==> src/esk_pkg.sv <==
// ============================================================================
// Escape sequence key matcher package
// Shared constants, types and helper functions for the arrow-key matcher.
// ============================================================================
`default_nettype none

package esk_pkg;

  // Key table dimensions
  localparam int NUM_KEYS     = 4;
  localparam int NUM_CFG_REGS = 4;
  localparam int KEY_CHARS    = 8;
  localparam int SLOT_CHARS   = 8;
  localparam int KEY_LIMIT    = (KEY_CHARS < SLOT_CHARS) ? KEY_CHARS : SLOT_CHARS;

  // Field widths
  localparam int CHAR_W    = 7;
  localparam int SEQ_W     = CHAR_W * SLOT_CHARS;
  localparam int PROG_W    = 3;
  localparam int LEN_W     = 4;
  localparam int KEY_IDX_W = $clog2(NUM_KEYS);
  localparam int CFG_IDX_W = 2;
  localparam int IN_DATA_W = 8;
  localparam int OUT_DATA_W = 8;

  typedef logic [SEQ_W-1:0]     key_seq_t;
  typedef logic [PROG_W-1:0]    prog_t;
  typedef logic [LEN_W-1:0]     len_t;
  typedef logic [CHAR_W-1:0]    char_t;
  typedef logic [KEY_IDX_W-1:0] key_idx_t;

  // Request kinds carried on tuser
  localparam logic REQ_CHAR    = 1'b0;
  localparam logic REQ_TIMEOUT = 1'b1;

  // Control codes for the four arrow keys
  localparam char_t CODE_LEFT  = 7'd2;
  localparam char_t CODE_RIGHT = 7'd6;
  localparam char_t CODE_UP    = 7'd16;
  localparam char_t CODE_DOWN  = 7'd14;
  localparam char_t CHAR_NONE  = 7'd0;

  // One output run: a flushed key prefix, optionally followed by a tail character.
  typedef struct packed {
    key_seq_t seq;
    prog_t    pfx_len;
    logic     has_tail;
    char_t    tail;
  } run_desc_t;

  // Control code delivered when a key string completes.
  function automatic char_t key_code(key_idx_t k);
    char_t code;
    unique case (k)
      key_idx_t'(0): code = CODE_LEFT;
      key_idx_t'(1): code = CODE_RIGHT;
      key_idx_t'(2): code = CODE_UP;
      key_idx_t'(3): code = CODE_DOWN;
      default:       code = CHAR_NONE;
    endcase
    return code;
  endfunction

  // Character i of a packed key string.
  function automatic char_t seq_char(key_seq_t s, prog_t i);
    return s[CHAR_W*i +: CHAR_W];
  endfunction

endpackage

`default_nettype wire

==> src/esk_matcher.sv <==
// ============================================================================
// Key string matcher
// Holds the key strings and per-key progress, decides each request in one
// pass and registers the resulting output run.
// ============================================================================
`default_nettype none

module esk_matcher
  import esk_pkg::*;
(
  input  wire logic                 clk,
  input  wire logic                 rst,
  // Configuration writes
  input  wire logic                 cfg_we,
  input  wire logic [CFG_IDX_W-1:0] cfg_index,
  input  wire logic [SEQ_W-1:0]     cfg_data,
  // Request side
  input  wire logic                 req_valid,
  output logic                      req_ready,
  input  wire logic                 req_type,
  input  wire logic [IN_DATA_W-1:0] in_char,
  // Run descriptor towards the serialiser
  output logic                      desc_valid,
  output run_desc_t                 desc,
  input  wire logic                 desc_take
);

  key_seq_t  key_seq  [NUM_KEYS];
  prog_t     progress [NUM_KEYS];
  prog_t     progress_next [NUM_KEYS];
  len_t      key_len  [NUM_KEYS];
  logic      adv      [NUM_KEYS];
  logic      done     [NUM_KEYS];

  logic      req_fire;
  char_t     c;
  logic      hit;
  logic      done_any;
  key_idx_t  done_key;
  prog_t     best_p;
  key_idx_t  best_key;
  logic      pending;
  logic      make_run;
  run_desc_t desc_next;

  assign c         = in_char[CHAR_W-1:0];
  assign req_ready = !desc_valid || desc_take;
  assign req_fire  = req_valid && req_ready;

  // Per-key string length and advance test against the incoming character.
  always_comb begin
    for (int k = 0; k < NUM_KEYS; k++) begin
      key_len[k] = len_t'(KEY_LIMIT);
      for (int i = KEY_LIMIT - 1; i >= 0; i--) begin
        if (seq_char(key_seq[k], prog_t'(i)) == CHAR_NONE) begin
          key_len[k] = len_t'(i);
        end
      end
      adv[k]  = (key_len[k] != '0) && ({1'b0, progress[k]} < key_len[k]) &&
                (seq_char(key_seq[k], progress[k]) == c);
      done[k] = adv[k] && (({1'b0, progress[k]} + len_t'(1)) == key_len[k]);
      progress_next[k] = adv[k] ? progress[k] + prog_t'(1) : '0;
    end
  end

  // First completing key, any advance, and the longest pending prefix.
  always_comb begin
    hit      = 1'b0;
    done_any = 1'b0;
    done_key = '0;
    best_p   = '0;
    best_key = '0;
    pending  = 1'b0;
    for (int k = 0; k < NUM_KEYS; k++) begin
      hit     = hit || adv[k];
      pending = pending || (progress[k] != '0);
      if (done[k] && !done_any) begin
        done_any = 1'b1;
        done_key = key_idx_t'(k);
      end
      if (progress[k] > best_p) begin
        best_p   = progress[k];
        best_key = key_idx_t'(k);
      end
    end
  end

  // Build the output run for this request.
  always_comb begin
    make_run           = 1'b1;
    desc_next.seq      = key_seq[best_key];
    desc_next.pfx_len  = best_p;
    desc_next.has_tail = 1'b1;
    desc_next.tail     = c;
    if (req_type == REQ_TIMEOUT) begin
      make_run           = (best_p != '0);
      desc_next.has_tail = 1'b0;
      desc_next.tail     = CHAR_NONE;
    end else if (done_any) begin
      desc_next.pfx_len  = '0;
      desc_next.tail     = key_code(done_key);
    end else if (hit) begin
      make_run = 1'b0;
    end
  end

  // Key strings, progress and the run descriptor register.
  always_ff @(posedge clk) begin
    if (rst) begin
      desc_valid <= 1'b0;
      for (int k = 0; k < NUM_KEYS; k++) begin
        key_seq[k]  <= '0;
        progress[k] <= '0;
      end
    end else begin
      if (req_fire) begin
        desc_valid <= make_run;
        desc       <= desc_next;
        for (int k = 0; k < NUM_KEYS; k++) begin
          if (req_type == REQ_CHAR && !done_any && hit) begin
            progress[k] <= progress_next[k];
          end else begin
            progress[k] <= '0;
          end
        end
      end else if (desc_take) begin
        desc_valid <= 1'b0;
      end
      // A key write replaces the string and drops its progress.
      if (cfg_we) begin
        for (int k = 0; k < NUM_KEYS; k++) begin
          if (k < NUM_CFG_REGS && cfg_index == CFG_IDX_W'(k)) begin
            key_seq[k]  <= cfg_data;
            progress[k] <= '0;
          end
        end
      end
    end
  end

`ifndef NO_ASSERTIONS
  // A timeout always leaves no partial match behind.
  a_timeout_clears: assert property (@(posedge clk) disable iff (rst)
    (req_fire && req_type == REQ_TIMEOUT && !cfg_we) |=> !pending)
    else $error("progress left after timeout");

  // A waiting run is held until the serialiser takes it.
  a_desc_hold: assert property (@(posedge clk) disable iff (rst)
    (desc_valid && !desc_take) |=> (desc_valid && $stable(desc)))
    else $error("run descriptor changed while waiting");

  // Every registered run carries at least one character.
  a_desc_nonempty: assert property (@(posedge clk) disable iff (rst)
    desc_valid |-> (desc.has_tail || desc.pfx_len != '0))
    else $error("empty run registered");
`endif

endmodule

`default_nettype wire

==> src/esk_serializer.sv <==
// ============================================================================
// Run serialiser
// Emits a registered run one character per cycle while m_tready is high.
// ============================================================================
`default_nettype none

module esk_serializer
  import esk_pkg::*;
(
  input  wire logic                  clk,
  input  wire logic                  rst,
  // Run descriptor from the matcher
  input  wire logic                  desc_valid,
  input  wire run_desc_t             desc,
  output logic                       desc_take,
  // Output stream
  output logic                       m_tvalid,
  input  wire logic                  m_tready,
  output logic [OUT_DATA_W-1:0]      m_tdata,
  output logic                       m_tlast
);

  run_desc_t run;
  logic      busy;
  prog_t     idx;
  logic      at_last;
  logic      m_fire;
  logic      load;
  char_t     cur_char;

  // Current character and end-of-run marker.
  assign at_last  = run.has_tail ? (idx == run.pfx_len)
                                 : (idx == run.pfx_len - prog_t'(1));
  assign cur_char = (idx < run.pfx_len) ? seq_char(run.seq, idx) : run.tail;

  assign m_tvalid = busy;
  assign m_tlast  = at_last;
  assign m_tdata  = {{(OUT_DATA_W-CHAR_W){1'b0}}, cur_char};

  assign m_fire    = busy && m_tready;
  assign load      = desc_valid && (!busy || (m_fire && at_last));
  assign desc_take = load;

  // Run register and character index.
  always_ff @(posedge clk) begin
    if (rst) begin
      busy <= 1'b0;
      idx  <= '0;
    end else if (load) begin
      busy <= 1'b1;
      run  <= desc;
      idx  <= '0;
    end else if (m_fire) begin
      if (at_last) begin
        busy <= 1'b0;
      end else begin
        idx <= idx + prog_t'(1);
      end
    end
  end

`ifndef NO_ASSERTIONS
  // The output goes idle after the last character when nothing follows.
  a_run_ends: assert property (@(posedge clk) disable iff (rst)
    (m_fire && at_last && !load) |=> !busy)
    else $error("serialiser stayed busy after end of run");

  // The index never passes the end of the run.
  a_idx_range: assert property (@(posedge clk) disable iff (rst)
    busy |-> (idx <= run.pfx_len))
    else $error("run index out of range");
`endif

endmodule

`default_nettype wire

==> src/escape_sequence_key_matcher.sv <==
// Request path: an accepted request is registered as a run descriptor in the matcher,
// then loaded into the serialiser run register, which drives the result stream.
// Throughput: one request per cycle while the run descriptor is empty or being taken;
// a run of n results goes out through the single-character output serialiser.
// Requests with no result (partial match, idle timeout) never reach the output.
// Reset (synchronous, rst high) clears all key strings, all progress and both stages.
// ============================================================================
// Escape sequence key matcher
// Maps configured arrow-key escape strings on a character stream to control codes.
// ============================================================================
`default_nettype none

module escape_sequence_key_matcher
  import esk_pkg::*;
(
  input  wire logic                  clk,
  input  wire logic                  rst,
  // Configuration: 0 left, 1 right, 2 up, 3 down key string
  input  wire logic                  cfg_we,
  input  wire logic [CFG_IDX_W-1:0]  cfg_index,
  input  wire logic [SEQ_W-1:0]      cfg_data,
  // Request stream
  input  wire logic                  s_tvalid,
  output logic                       s_tready,
  input  wire logic [IN_DATA_W-1:0]  s_tdata,   // [7:0] in_char
  input  wire logic                  s_tuser,   // [0] req_type
  // Result stream
  output logic                       m_tvalid,
  input  wire logic                  m_tready,
  output logic [OUT_DATA_W-1:0]      m_tdata,   // [6:0] out_char, [7] zero
  output logic                       m_tlast    // last_of_run
);

  logic      desc_valid;
  run_desc_t desc;
  logic      desc_take;

  esk_matcher u_matcher (
    .clk        (clk),
    .rst        (rst),
    .cfg_we     (cfg_we),
    .cfg_index  (cfg_index),
    .cfg_data   (cfg_data),
    .req_valid  (s_tvalid),
    .req_ready  (s_tready),
    .req_type   (s_tuser),
    .in_char    (s_tdata),
    .desc_valid (desc_valid),
    .desc       (desc),
    .desc_take  (desc_take)
  );

  esk_serializer u_serializer (
    .clk        (clk),
    .rst        (rst),
    .desc_valid (desc_valid),
    .desc       (desc),
    .desc_take  (desc_take),
    .m_tvalid   (m_tvalid),
    .m_tready   (m_tready),
    .m_tdata    (m_tdata),
    .m_tlast    (m_tlast)
  );

endmodule

`default_nettype wire
==> config.mk <==
export PLATFORM = sky130hd
export DESIGN_NAME = escape_sequence_key_matcher
export DESIGN_NICKNAME = d
export VERILOG_FILES = /design/src/esk_pkg.sv /design/src/esk_matcher.sv /design/src/esk_serializer.sv /design/src/escape_sequence_key_matcher.sv
export SDC_FILE = /design/constraint.sdc
export NUM_CORES = 1
export LEC_CHECK = 0
export BUFFER_PORTS_ARGS = -buffer_cell sky130_fd_sc_hd__buf_2
export CORE_UTILIZATION = 64
export CTS_BUF_LIST = sky130_fd_sc_hd__clkbuf_8
export DETAILED_ROUTE_END_ITERATION = 16
export PLACE_DENSITY_LB_ADDON = 0.25
export SKIP_CTS_REPAIR_TIMING = 1
export SYNTH_ARGS = -nofsm -noshare
export SYNTH_HDL_FRONTEND = slang
export SYNTH_HIERARCHICAL = 1
export SYNTH_SLANG_ARGS = --single-unit
==> constraint.sdc <==
create_clock -name clk -period 5.9 [get_ports clk]
set_input_delay 0.59 -clock clk [delete_from_list [all_inputs] [get_ports clk]]
set_output_delay 0.59 -clock clk [all_outputs]
set_load 0.1 [all_outputs]
# == After elaboration in Yosys (flattened, before gate mapping) ==
# Memories as Yosys holds them, arrays and structs flattened. A register that Yosys moved wholly into a read port is not among the register bits.
# Index checks and enable logic that the tools add are counted.
# word_totals
mem_bits_rw,236
n_memories,2
word_cells,262
register_bits,83
output_inout_bits,11
in_bits,72
# classes
n_addsub,10
mux,107
n_reduce_logical,79
multipliers,5
n_bitwise,19
eq_ne,16
order_cmp,9
shift,5
# memory_table
name,words,width,read_ports,rd_ports_with_merged_regs,wr,line,rtl
u_matcher.key_seq,4,56,5,1,4,esk_matcher.sv:28,key_seq_t key_seq [NUM_KEYS];
u_matcher.progress,4,3,4,0,4,esk_matcher.sv:29,prog_t progress [NUM_KEYS];
# op_table
op,n
56-bit by 7-bit indexed part select with 7-bit output,5
7-bit zero test,32
56-bit two-way mux,4
4-bit two-way mux,32
3-bit two-way mux,22
1-bit two-way mux,42
"3-bit by 3-bit multiplier with 6-bit output, first input constant",5
7-bit equality test,4
7-bit case mux with 4 select lines,1
1-bit logical AND,21
"3-bit by 1-bit adder with 4-bit output, second input constant",4
4-bit equality test,4
3-bit by 4-bit < comparator with 1-bit output,4
1-bit OR,16
4-bit nonzero test,4
"3-bit by 1-bit adder with 3-bit output, second input constant",5
7-bit two-way mux,2
3-bit greater-than comparator,3
"2-bit equality test, second input constant",4
2-bit two-way mux,4
2-bit AND reduction,4
3-bit equality test,2
1-bit zero test,6
2-bit nonzero test,3
9 further kinds,17

# == Depth between registers and ports, before layout ==
# An unclocked memory read counts as a cell.
# logic_depth
word_depth,34
mapped_depth,27
depth_no_buf,25

# == Modules after synthesis ==
# Netlist, hierarchy kept.
# modules_own_cells
mod,instances,area_per_inst_um2,cells_each,seq_area_each_um2
esk_matcher,1,16585.9,1418,9058.7
esk_serializer,1,2902.8,142,2092.0

# == Worst setup path after synthesis ==
# OpenSTA, ideal clock, no wires.
# synth_path
path_type,register to register
from,reg u_serializer.idx[0]
to,mem u_matcher/progress[0][2] (netlist bit)
setup_ns,0.070
period_less_slack_ns,5.399
n_path_buf,3
required_ns,5.830
path_slack_ns,0.501
arrival_time_ns,5.329
path_stages_with_launch,14
path_cell_list,dfxtp_1 buf_2 buf_4 inv_1 ha_1 nor2_1 nand4_1 nand2_1 nand2b_1 and3_1 clkbuf_1 nor4b_1 o211ai_1 a21oi_1
# synth_rtl
item,line,rtl
start: declaration,esk_serializer.sv:25,prog_t idx;
start signal: assignment,esk_serializer.sv:57,idx <= idx + prog_t'(1);
end: declaration,esk_matcher.sv:29,

==> impl_metrics.tcl <==
set metrics [dict create \
    power_frac_comb_pct 19.2 \
    yosysWarnings 6 \
    dp_hpwl_um 41900 \
    clkPwrFrac_pct 30.3 \
    min_period_ns 5.335 \
    critPathLaunchType "flip-flop" \
    dp_slack_ns 0.7485 \
    fin_crit_sh_pct 90.43 \
    grt_pass1_vias 13010 \
    p_total_uw 6834 \
    max_slew_margin_pct 15.04 \
    first_pass_iters 6 \
    syn_inst 1560 \
    switchingPower_uw 2096 \
    nets 1739 \
    rows 63 \
    ios 83 \
    async_flop_share_pct 0 \
    drc_errors 0 \
    leakage_uw 0.007636 \
    grt_max_degree 60 \
    floorplan.initialDensity_pct 65.41 \
    p_sw_share_pct 30.68 \
    final_common_cell "edfxtp_1" \
    synth_top_flop_cell "edfxtp_1" \
    intPower_uw 4737 \
    clock_latency_ns 0.62 \
    ys_seq_elements 375 \
    crit_arrival_ns 5.80 \
    utilization_pct 71.82 \
    ys_types 76 \
    crit_family "compound AO/OA/AOI/OAI gates" \
    cts_buffers 58 \
    postRouteAntennaNets 0 \
    fin_setup_tns_ns 0 \
    cp-end-kind "flip-flop" \
    clkTransAtPathRegs_ns 0.06 \
    power.density_mw_per_mm2 319.3 \
    synth_fp_nets 1663 \
    synth.avg_cell_area_um2 12.49 \
    cp_data_required_time_ns 6.37 \
    grt_antenna_before_repair 2 \
    timing.hold.worst.class "input port to flip-flop" \
    die_h_um 176.5 \
    grt_pass1_wl_um 81360 \
    final_cell_mix "edfxtp_1 (364), and2_1 (236), nand2_1 (170)" \
    htree_levels 2 \
    drt-initial-drc-count 2206 \
    critPathBufInv 2 \
    die_x_um 176.5 \
    post_drt_via_cell_ratio 6.565 \
    area_growth_syn_to_layout_pct 9.810 \
    rsz0062_at_grt "false" \
    clock.fmax_ghz 0.1874 \
    synth_edf_count 364 \
    drive_gt1_share_pct 17.15 \
    yosysSeqAreaShare_pct 57.22 \
    cts_tree "done" \
    fin_ws_ns 0.5648 \
    critical_path_peak_fanout 57 \
    max_cap_violations 0 \
    dieArea_mm2 0.03115 \
    grtUsageTotal_pct 36.71 \
    syn_area_mm2 0.01949 \
    slowest_stage "o311ai_0" \
    vias 13640 \
    finalSetupViolCount 0 \
    slew_violations 0 \
    cpMostUsedCell "ha_1" \
    io_buffer_count 80 \
    cts.path.max_buffers 3 \
    design.core.area_mm2 0.02980 \
    overflow 0 \
    worst-setup-path-type "flip-flop to flip-flop" \
    status "complete, no violations" \
    finClkSkew_ns 0.03289 \
    ir_drop_v 0.0001905 \
    clock-root-buffer "clkbuf_8" \
    seq_power_share_pct 50.4 \
    worst_slew_pin_slew_ns 1.270 \
    wl_per_cell_um 27.01 \
    crit_path_max_incr_delay_ns 0.40 \
    cts_sinks 375 \
    wirelength_um 56090 \
    finalHoldViolCount 0 \
    place.gp.congestion 1.015 \
]
layer usage:
metal  track usage [%]  wire length (um)  vias to the layer above
li1                  -                 -                     5978
met5                 0                 0                        -
met3             6.977              6365                      164
met4             18.00              3107                        0
met2             54.95             24580                      970
met1             51.87             22040                     6524
path summary, 6_finish.rpt:
| kind | start | endpoint | slack, ns | cells after the start |
|---|---|---|---|---|
| hold / removal | m_tready | u_serializer/m_tvalid | 0.24 | 2 |
| hold reg to reg | u_matcher/desc[9] | u_serializer/run[9] | 0.41 | 0 |
| setup reg to reg | u_matcher/progress[0][0] | u_matcher/desc_valid | 0.56 | 25 |
| setup / recovery | u_matcher/progress[0][0] | u_matcher/desc_valid | 0.56 | 25 |
sequential cells by signal, summed over array words and instances, names as in the netlist:
signal and cells:
u_matcher/desc_valid 1, u_matcher/progress 12, u_serializer/run 67, u_matcher/key_seq 224, u_matcher/desc 67, u_serializer/m_tvalid 1
u_serializer/idx 3
power groups by stage:
stage	sequential, uW	combinational, uW	clock, uW
final	3450	1310	2070
after detailed placement	3500	1270	0
after global routing	3460	1400	2210
after floorplan	3420	861	0
after CTS	3440	1280	2100
after global placement	3480	1240	0
through the flow:
step	std cells	hold WS [ns]	area [um^2]
finish	2077	0.2385	21400
global route	2075	0.2243	21400
CTS	2075	0.2002	21400
detailed placement	1966	0.4045	20300
global placement	1966	0.4011	20300
floorplan	1560	0.4003	19490
area by class of cell:
type / instances / area [um^2]
clock inverters: 51 / 301.5
well taps: 390 / 488.0
inverters: 21 / 78.83
fillers: 2065 / 8396
flip-flops and latches: 375 / 11150
multi-input cells: 1071 / 7960
diodes: 2 / 5.005
clock buffers: 58 / 798.3
repair buffers: 109 / 618.1
cells by family after synthesis:
group	share of synthesized area, %
mux	13.16
fa+ha+maj	1.990
simple gates	16.91
flops	57.22
other cells	0.01924
compound gates	6.613
buf+inv	2.478
xor+xnor	1.611
cell usage after synthesis, types with 3 or more instances:
library cell | number | area [um^2]
edfxtp_1 | 364 | 10930
and2_1 | 236 | 1476
nand2_1 | 172 | 645.6
o21ai_0 | 131 | 655.6
mux2i_1 | 110 | 1101
clkbuf_1 | 61 | 229.0
mux4_2 | 51 | 1149
nor4_1 | 36 | 225.2
ha_1 | 31 | 387.9
nor3_1 | 31 | 155.2
mux2_2 | 28 | 315.3
nor2_1 | 27 | 101.4
a21oi_1 | 21 | 105.1
inv_1 | 20 | 75.07
xnor2_1 | 18 | 157.7
nand3_1 | 17 | 85.08
nor2b_1 | 15 | 93.84
or4_1 | 15 | 112.6
buf_2 | 13 | 65.06
buf_1 | 12 | 45.04
xor2_1 | 12 | 105.1
dfxtp_1 | 11 | 220.2
nand2b_1 | 9 | 56.30
nand4_1 | 9 | 56.30
and3_1 | 8 | 50.05
a22oi_1 | 5 | 37.54
a31oi_1 | 5 | 31.28
o211ai_1 | 5 | 37.54
a211o_1 | 4 | 35.03
buf_6 | 4 | 45.04
nor3b_1 | 4 | 30.03
o22a_1 | 4 | 35.03
or2_2 | 4 | 25.02
a21o_1 | 3 | 22.52
a311oi_1 | 3 | 26.28
a32oi_1 | 3 | 26.28
and4_1 | 3 | 26.28
nor4_2 | 3 | 37.54
nor4b_1 | 3 | 26.28
o21a_1 | 3 | 22.52
o22ai_1 | 3 | 18.77
No activity file was read; power rests on OpenSTA's default activity.
